File: config.mk
export PLATFORM = sky130hd
export DESIGN_NAME = sum_checksum_frame_receiver
export DESIGN_NICKNAME = d
export VERILOG_FILES = /design/src/design/sumck_pkg.sv /design/src/design/sumck_in_stage.sv /design/src/design/sumck_frame_check.sv /design/src/design/sumck_out_stage.sv /design/src/design/sum_checksum_frame_receiver.sv
export SDC_FILE = /design/constraint.sdc
export NUM_CORES = 1
export LEC_CHECK = 0
export BUFFER_PORTS_ARGS = -buffer_cell sky130_fd_sc_hd__buf_4
export CAP_MARGIN = 20
export CORE_UTILIZATION = 41
export CTS_BUF_LIST = sky130_fd_sc_hd__clkbuf_2
export CTS_CLUSTER_SIZE = 12
export DETAILED_ROUTE_END_ITERATION = 8
export GPL_ROUTABILITY_DRIVEN = 0
export PLACE_DENSITY_LB_ADDON = 0.05
export RECOVER_POWER = 25
export SLEW_MARGIN = 20
export SYNTH_ARGS = -nofsm -noshare
export SYNTH_HDL_FRONTEND = slang
export SYNTH_SLANG_ARGS = --single-unit
export TNS_END_PERCENT = 30
File: constraint.sdc
create_clock -name clock -period 3.35 [get_ports clock]
set_clock_uncertainty 0.05 [all_clocks]
set_input_delay 0.1675 -clock clock [delete_from_list [all_inputs] [get_ports clock]]
set_output_delay 0.1675 -clock clock [all_outputs]
set_load 0.005 [all_outputs]
File: src/design/sumck_pkg.sv
// Package: types, status codes and constants for the checksum frame receiver.
`default_nettype none

package sumck_pkg;

   localparam int MAX_FRAME_LEN_DEFAULT = 32;
   localparam int MIN_FRAME_LEN         = 5;
   localparam int FRAME_LEN_W           = 6;
   localparam int BYTE_W                = 8;

   localparam logic MODE_DATA  = 1'b0;
   localparam logic MODE_FLUSH = 1'b1;

   typedef enum logic [2:0] {
      STATUS_OK       = 3'd0,
      STATUS_SHORT    = 3'd1,
      STATUS_LONG     = 3'd2,
      STATUS_LENGTH   = 3'd3,
      STATUS_CHECKSUM = 3'd4
   } status_type;

   typedef struct packed {
      logic              mode;
      logic [BYTE_W-1:0] rx_byte;
   } req_type;

   typedef struct packed {
      status_type             status;
      logic [BYTE_W-1:0]      command;
      logic [BYTE_W-1:0]      device;
      logic [FRAME_LEN_W-1:0] frame_length;
   } rsp_type;

   typedef struct packed {
      logic advance;
      logic load;
   } step_type;

endpackage

`default_nettype wire

File: src/design/sumck_in_stage.sv
// Input register: holds one accepted beat until the frame checker consumes it.
`default_nettype none

module sumck_in_stage
   import sumck_pkg::*;
(
   input  wire logic     clock,
   input  wire logic     reset,
   input  wire logic     req_valid,
   output logic          req_ready,
   input  wire req_type  req_data,
   input  wire step_type step,
   output logic          item_valid,
   output req_type       item
);

   logic    valid_ff;
   logic    valid_in;
   req_type item_ff;

   assign req_ready  = !valid_ff || step.advance;
   assign valid_in   = (req_valid && req_ready) || (valid_ff && !step.advance);
   assign item_valid = valid_ff;
   assign item       = item_ff;

   always_ff @(posedge clock) begin
      if (reset) begin
         valid_ff <= 1'b0;
      end else begin
         valid_ff <= valid_in;
      end
   end

   always_ff @(posedge clock) begin
      if (req_valid && req_ready) begin
         item_ff <= req_data;
      end
   end

endmodule

`default_nettype wire

File: src/design/sumck_frame_check.sv
// Frame checker: per-byte frame state and the verdict for a closed frame.
`default_nettype none

module sumck_frame_check
   import sumck_pkg::*;
#(
   parameter int MAX_FRAME_LEN = MAX_FRAME_LEN_DEFAULT
) (
   input  wire logic              clock,
   input  wire logic              reset,
   input  wire logic              item_valid,
   input  wire req_type           item,
   input  wire logic [BYTE_W-1:0] end_marker,
   input  wire logic              out_busy,
   output step_type               step,
   output rsp_type                verdict
);

   localparam int CNT_W = $clog2(MAX_FRAME_LEN + 2);
   localparam int CMP_W = (CNT_W > BYTE_W) ? CNT_W : BYTE_W;
   localparam logic [CNT_W-1:0] MAX_CNT = CNT_W'(MAX_FRAME_LEN);
   localparam logic [CNT_W-1:0] MIN_CNT = CNT_W'(MIN_FRAME_LEN);

   logic [CNT_W-1:0]  count_ff,    count_in;
   logic [BYTE_W-1:0] lagged_sum_ff, lagged_sum_in;
   logic [BYTE_W-1:0] prev_ff,     prev_in;
   logic [BYTE_W-1:0] command_ff,  command_in;
   logic [BYTE_W-1:0] length_ff,   length_in;
   logic [BYTE_W-1:0] device_ff,   device_in;

   logic             is_flush;
   logic             is_marker;
   logic [CNT_W-1:0] len;
   status_type       status;

   assign is_flush  = item.mode == MODE_FLUSH;
   assign is_marker = !is_flush && (item.rx_byte == end_marker);
   assign len       = count_ff + CNT_W'(1);

   assign step.load    = item_valid && is_marker && !out_busy;
   assign step.advance = item_valid && (!is_marker || !out_busy);

   always_comb begin
      if (len < MIN_CNT) begin
         status = STATUS_SHORT;
      end else if (len > MAX_CNT) begin
         status = STATUS_LONG;
      end else if (CMP_W'(length_ff) != CMP_W'(len)) begin
         status = STATUS_LENGTH;
      end else if (lagged_sum_ff != prev_ff) begin
         status = STATUS_CHECKSUM;
      end else begin
         status = STATUS_OK;
      end
   end

   assign verdict.status       = status;
   assign verdict.command      = command_ff;
   assign verdict.device       = device_ff;
   assign verdict.frame_length = FRAME_LEN_W'(len);

   always_comb begin
      count_in      = count_ff;
      lagged_sum_in = lagged_sum_ff;
      prev_in       = prev_ff;
      command_in    = command_ff;
      length_in     = length_ff;
      device_in     = device_ff;
      if (step.advance) begin
         if (is_flush || is_marker) begin
            count_in      = '0;
            lagged_sum_in = '0;
            prev_in       = '0;
            command_in    = '0;
            length_in     = '0;
            device_in     = '0;
         end else begin
            if (count_ff == CNT_W'(0)) begin
               command_in = item.rx_byte;
            end
            if (count_ff == CNT_W'(1)) begin
               length_in = item.rx_byte;
            end
            if (count_ff == CNT_W'(2)) begin
               device_in = item.rx_byte;
            end
            lagged_sum_in = lagged_sum_ff + prev_ff;
            prev_in       = item.rx_byte;
            if (count_ff < MAX_CNT) begin
               count_in = count_ff + CNT_W'(1);
            end
         end
      end
   end

   always_ff @(posedge clock) begin
      if (reset) begin
         count_ff      <= '0;
         lagged_sum_ff <= '0;
         prev_ff       <= '0;
         command_ff    <= '0;
         length_ff     <= '0;
         device_ff     <= '0;
      end else begin
         count_ff      <= count_in;
         lagged_sum_ff <= lagged_sum_in;
         prev_ff       <= prev_in;
         command_ff    <= command_in;
         length_ff     <= length_in;
         device_ff     <= device_in;
      end
   end

   count_bound_a: assert property (@(posedge clock) disable iff (reset)
      count_ff <= MAX_CNT)
      else $error("byte count above maximum frame length");

   load_advances_a: assert property (@(posedge clock) disable iff (reset)
      step.load |-> step.advance)
      else $error("verdict loaded without consuming the beat");

   flush_clears_a: assert property (@(posedge clock) disable iff (reset)
      (step.advance && is_flush) |=> (count_ff == '0 && lagged_sum_ff == '0))
      else $error("flush left frame state behind");

   ok_length_a: assert property (@(posedge clock) disable iff (reset)
      (step.load && status == STATUS_OK) |-> (len >= MIN_CNT && len <= MAX_CNT))
      else $error("ok verdict with out-of-range length");

endmodule

`default_nettype wire

File: src/design/sumck_out_stage.sv
// Result register: holds one verdict beat until the consumer takes it.
`default_nettype none

module sumck_out_stage
   import sumck_pkg::*;
(
   input  wire logic     clock,
   input  wire logic     reset,
   input  wire step_type step,
   input  wire rsp_type  verdict,
   output logic          out_busy,
   output logic          rsp_valid,
   input  wire logic     rsp_ready,
   output rsp_type       rsp_data
);

   logic    valid_ff;
   logic    valid_in;
   rsp_type data_ff;

   assign out_busy  = valid_ff && !rsp_ready;
   assign valid_in  = step.load || out_busy;
   assign rsp_valid = valid_ff;
   assign rsp_data  = data_ff;

   always_ff @(posedge clock) begin
      if (reset) begin
         valid_ff <= 1'b0;
      end else begin
         valid_ff <= valid_in;
      end
   end

   always_ff @(posedge clock) begin
      if (step.load) begin
         data_ff <= verdict;
      end
   end

endmodule

`default_nettype wire

File: src/design/sum_checksum_frame_receiver.sv
// Top level: delimited frame receiver with an 8-bit sum checksum verdict.
//
// Takes one received byte (or a flush) per beat and returns one verdict beat
// for every byte equal to the end marker. Sustained rate is one beat per
// cycle while no marker beat waits on a busy result register. A marker beat
// passes through the input register and its verdict is then held in the
// result register. Frame state advances once per beat in a single small add
// and compare. A verdict that waits on rsp_ready stalls only a following
// marker beat; ordinary data bytes and flushes keep flowing. end_marker is
// written through csr_write_enable; the user must write it only while the
// block is idle, the block itself does not enforce this.
`default_nettype none

module sum_checksum_frame_receiver
   import sumck_pkg::*;
#(
   parameter int MAX_FRAME_LEN = MAX_FRAME_LEN_DEFAULT
) (
   input  wire logic              clock,
   input  wire logic              reset,
   input  wire logic              req_valid,
   output logic                   req_ready,
   input  wire req_type           req_data,
   output logic                   rsp_valid,
   input  wire logic              rsp_ready,
   output rsp_type                rsp_data,
   input  wire logic              csr_write_enable,
   input  wire logic [BYTE_W-1:0] csr_write_data
);

   logic [BYTE_W-1:0] end_marker_ff;
   logic [BYTE_W-1:0] end_marker_in;
   step_type          step;
   logic              item_valid;
   req_type           item;
   logic              out_busy;
   rsp_type           verdict;

   assign end_marker_in = csr_write_enable ? csr_write_data : end_marker_ff;

   always_ff @(posedge clock) begin
      if (reset) begin
         end_marker_ff <= '0;
      end else begin
         end_marker_ff <= end_marker_in;
      end
   end

   sumck_in_stage u_in_stage (
      .clock      (clock),
      .reset      (reset),
      .req_valid  (req_valid),
      .req_ready  (req_ready),
      .req_data   (req_data),
      .step       (step),
      .item_valid (item_valid),
      .item       (item)
   );

   sumck_frame_check #(
      .MAX_FRAME_LEN (MAX_FRAME_LEN)
   ) u_frame_check (
      .clock      (clock),
      .reset      (reset),
      .item_valid (item_valid),
      .item       (item),
      .end_marker (end_marker_ff),
      .out_busy   (out_busy),
      .step       (step),
      .verdict    (verdict)
   );

   sumck_out_stage u_out_stage (
      .clock     (clock),
      .reset     (reset),
      .step      (step),
      .verdict   (verdict),
      .out_busy  (out_busy),
      .rsp_valid (rsp_valid),
      .rsp_ready (rsp_ready),
      .rsp_data  (rsp_data)
   );

endmodule

`default_nettype wire

==> flow_summary.ini <==
[timing]
finalCriticalPeriod_ns = 2.70
worst_pin_slew_ns = 0.621
final.setup.worst_slack_ns = 0.648
tns_ns = 0
rsz0062_at_grt = false
setup-violations-final = 0
fmax_mhz = 370
hold_viol_final = 0
relSlewSlack_pct = 58.6
hold_ws_ns = 0.0365
maxSlewViolCount = 0
finalCritPeriodShare_pct = 80.7

[floorplan]
fp.dieW_um = 103
dieArea_um2 = 10700
rows = 36
start_util_pct = 42.6
io_pins = 49
core_area_um2 = 9860
fp.dieH_um = 103

[yosys]
ys_warn_count = 0
synth_compound_area_share_pct = 18.4
yosysTopAreaCell = dfxtp_1
synth_fp_nets = 432
synth_seq_cells = 90
synth_fa_ha_area_share_pct = 3.75
synthDistinctLibCells = 55
synth.cell_area_um2 = 4200
synth_top_family_by_area = compound AO/OA/AOI/OAI gates
avgSynthCellArea_um2 = 10.6
yosys-top-cells-area = dfxtp_1 (27%), edfxtp_1 (24%), nand3_1 (4.9%)
synthFlopType = dfxtp_1
synth_top_area_share_pct = 26.7
yosys.area_share.simple_pct = 13.7
synth_seq_area_share_pct = 51.0
synth_edf_count = 34
muxShareOfSynthArea_pct = 2.89
syn_inst = 398
async_flop_share_pct = 0
synth_xor_xnor_area_share_pct = 5.12

[global_route]
gr-total-overflow = 0
grtUsageTotal_pct = 20.1
grt_max_degree = 57
top_usage_layer = met2
use_met3_pct = 3.49
grt_pass1_vias = 3129
grt_use_met2_pct = 32.8
grt_pass1_wl_um = 16000
antenna_found_initial = 0
grtUsageMet1_pct = 27.0

[clock_tree]
clk_latency_ns = 0.55
htreeDepth = 3
cts_hold_buf = 33
cts.sinks = 90
clk_pin_slew_ns = 0.27
numCtsBuffers = 9
clock_tree.buffer_depth = 2
cts_setup_buffers = 0
ctsResizeCount = 0
clockRootBuffer = clkbuf_2
tritoncts = done

[drt]
wl_per_cell_um = 16.2
finalWirelength_um = 9740
antenna_left = 0
first_pass_iters = 4
drtIter0Drc = 167
vias = 3225
drc_errors = 0
vias_per_cell = 5.37

[worst_hold_path]
hold_depth = 2
holdPathEnd = end_marker_ff[0]$_SDFFE_PP0P_
hp-class = input pin to flop
min_from = reset

[pwr]
power.density_nw_per_um2 = 380
peakVddDrop_mv = 0.183
total_power_w = 0.00191
static-leakage-power_nw = 1.78

[worst_setup_path]
required_ns = 3.13
path_class = flop to primary output
r2r_end = u_out_stage.rsp_data[24]$_SDFFCE_PP0P_
cp-end-kind = primary output
timing.rr.start = u_frame_check.count_ff[0]$_SDFFE_PP0P_
path_max_fanout = 8
setup.worst_path.start_class = flop
cp.arrival_ns = 2.48
r2r_setup_slack_ns = 0.70
reg2regPathDepth = 7

[layout]
final_cell_mix = dfxtp_1 (56), nand3_1 (41), buf_4 (37), edfxtp_1 (34), dlygate4sd3_1 (33)
final_common_cell = dfxtp_1
final_cell_count_no_fill = 601
area_growth_pct = 19.2
drive_gt1_share_pct = 17.3
antenna_cells = 0
nNetsFinal = 497

[run_status]
status = finished, final reports clean

[place]
dp_hpwl_um = 6350
portBuffers = 48
dp_slack_ns = 0.720
dp.cells = 552

[job]
maxCapViolations = 0
metrics by stage:
stage	area (µm²)	util (%)
floorplan	4200	-
global placement	4580	46.4
detailed placement	4580	46.4
CTS	5010	50.8
global route	5010	50.8
finish	5010	50.8
layout make-up:
type	instances	area, µm²
fillers	908	4850
flip-flops and latches	90	2140
multi-input cells	269	1850
repair buffers	86	724
well taps	133	166
clock inverters	7	57.6
clock buffers	9	45.0
inverters	7	26.3
critical path, cell delays in order (launching register included):
cell and delay [ns]:
edfxtp_1 0.65, xnor2_1 0.28, nand4_1 0.31, nor2_1 0.33, nand3_1 0.18, buf_4 0.18
Yosys cell counts (all sizes together) (17+ instances only):
library cell  count
buf              21
edfxtp           34
a31oi            24
nor2             23
xnor2            17
nand2            26
nand3            41
a21oi            28
a211oi           21
dfxtp            56
cells by family after synthesis:
group                    Yosys count
multiplexers                      12
XOR/XNOR                          23
buffers and inverters             39
AO/OA/AOI/OAI                    106
AND/OR/NAND/NOR                  116
adder cells (fa/ha/maj)           12
flip-flops                        90
report_power, final:
part | internal, W | total (W) | switching, W
clock network | 0.000111 | 0.000510 | 0.000399
logic | 0.0000926 | 0.000198 | 0.000105
registers | 0.00116 | 0.00120 | 0.0000394
total | 0.00136 | 0.00191 | 0.000544
per-layer routing:
layer | part of all wire [%] | routed length, µm
met1 | 48 | 4640
met2 | 47 | 4620
met3 | 3.8 | 374
met4 | 1.1 | 111
met5 | 0 | 0
how the worst max path moves through the flow:
stage	start	endpoint	slack [ns]	cells after the start
global route	u_frame_check.count_ff[0]$_SDFFE_PP0P_	u_out_stage.rsp_data[24]$_SDFFCE_PP0P_	0.47	7
CTS	u_in_stage.item[4]$_DFFE_PP_	req_ready	0.60	5
detailed placement	u_frame_check.count_ff[0]$_SDFFE_PP0P_	u_out_stage.rsp_data[24]$_SDFFCE_PP0P_	0.72	7
global placement	u_frame_check.count_ff[0]$_SDFFE_PP0P_	u_out_stage.rsp_data[24]$_SDFFCE_PP0P_	0.69	7
floorplan	u_in_stage.item[8]$_DFFE_PP_	u_out_stage.rsp_data[0]$_DFFE_PP_	0.54	6
finish	u_in_stage.item[4]$_DFFE_PP_	req_ready	0.65	5
registers in the layout, indices dropped and copies added, names as in the netlist:
register                     cells
u_frame_check.device_ff          8
u_out_stage.rsp_valid            1
u_frame_check.prev_ff            8
u_frame_check.count_ff           6
u_frame_check.length_ff          8
end_marker_ff                    8
u_frame_check.command_ff         8
u_frame_check.lagged_sum_ff      8
u_in_stage.item                  9
u_in_stage.item_valid            1
u_out_stage.rsp_data            25
(Power assumes the default switching activity.)
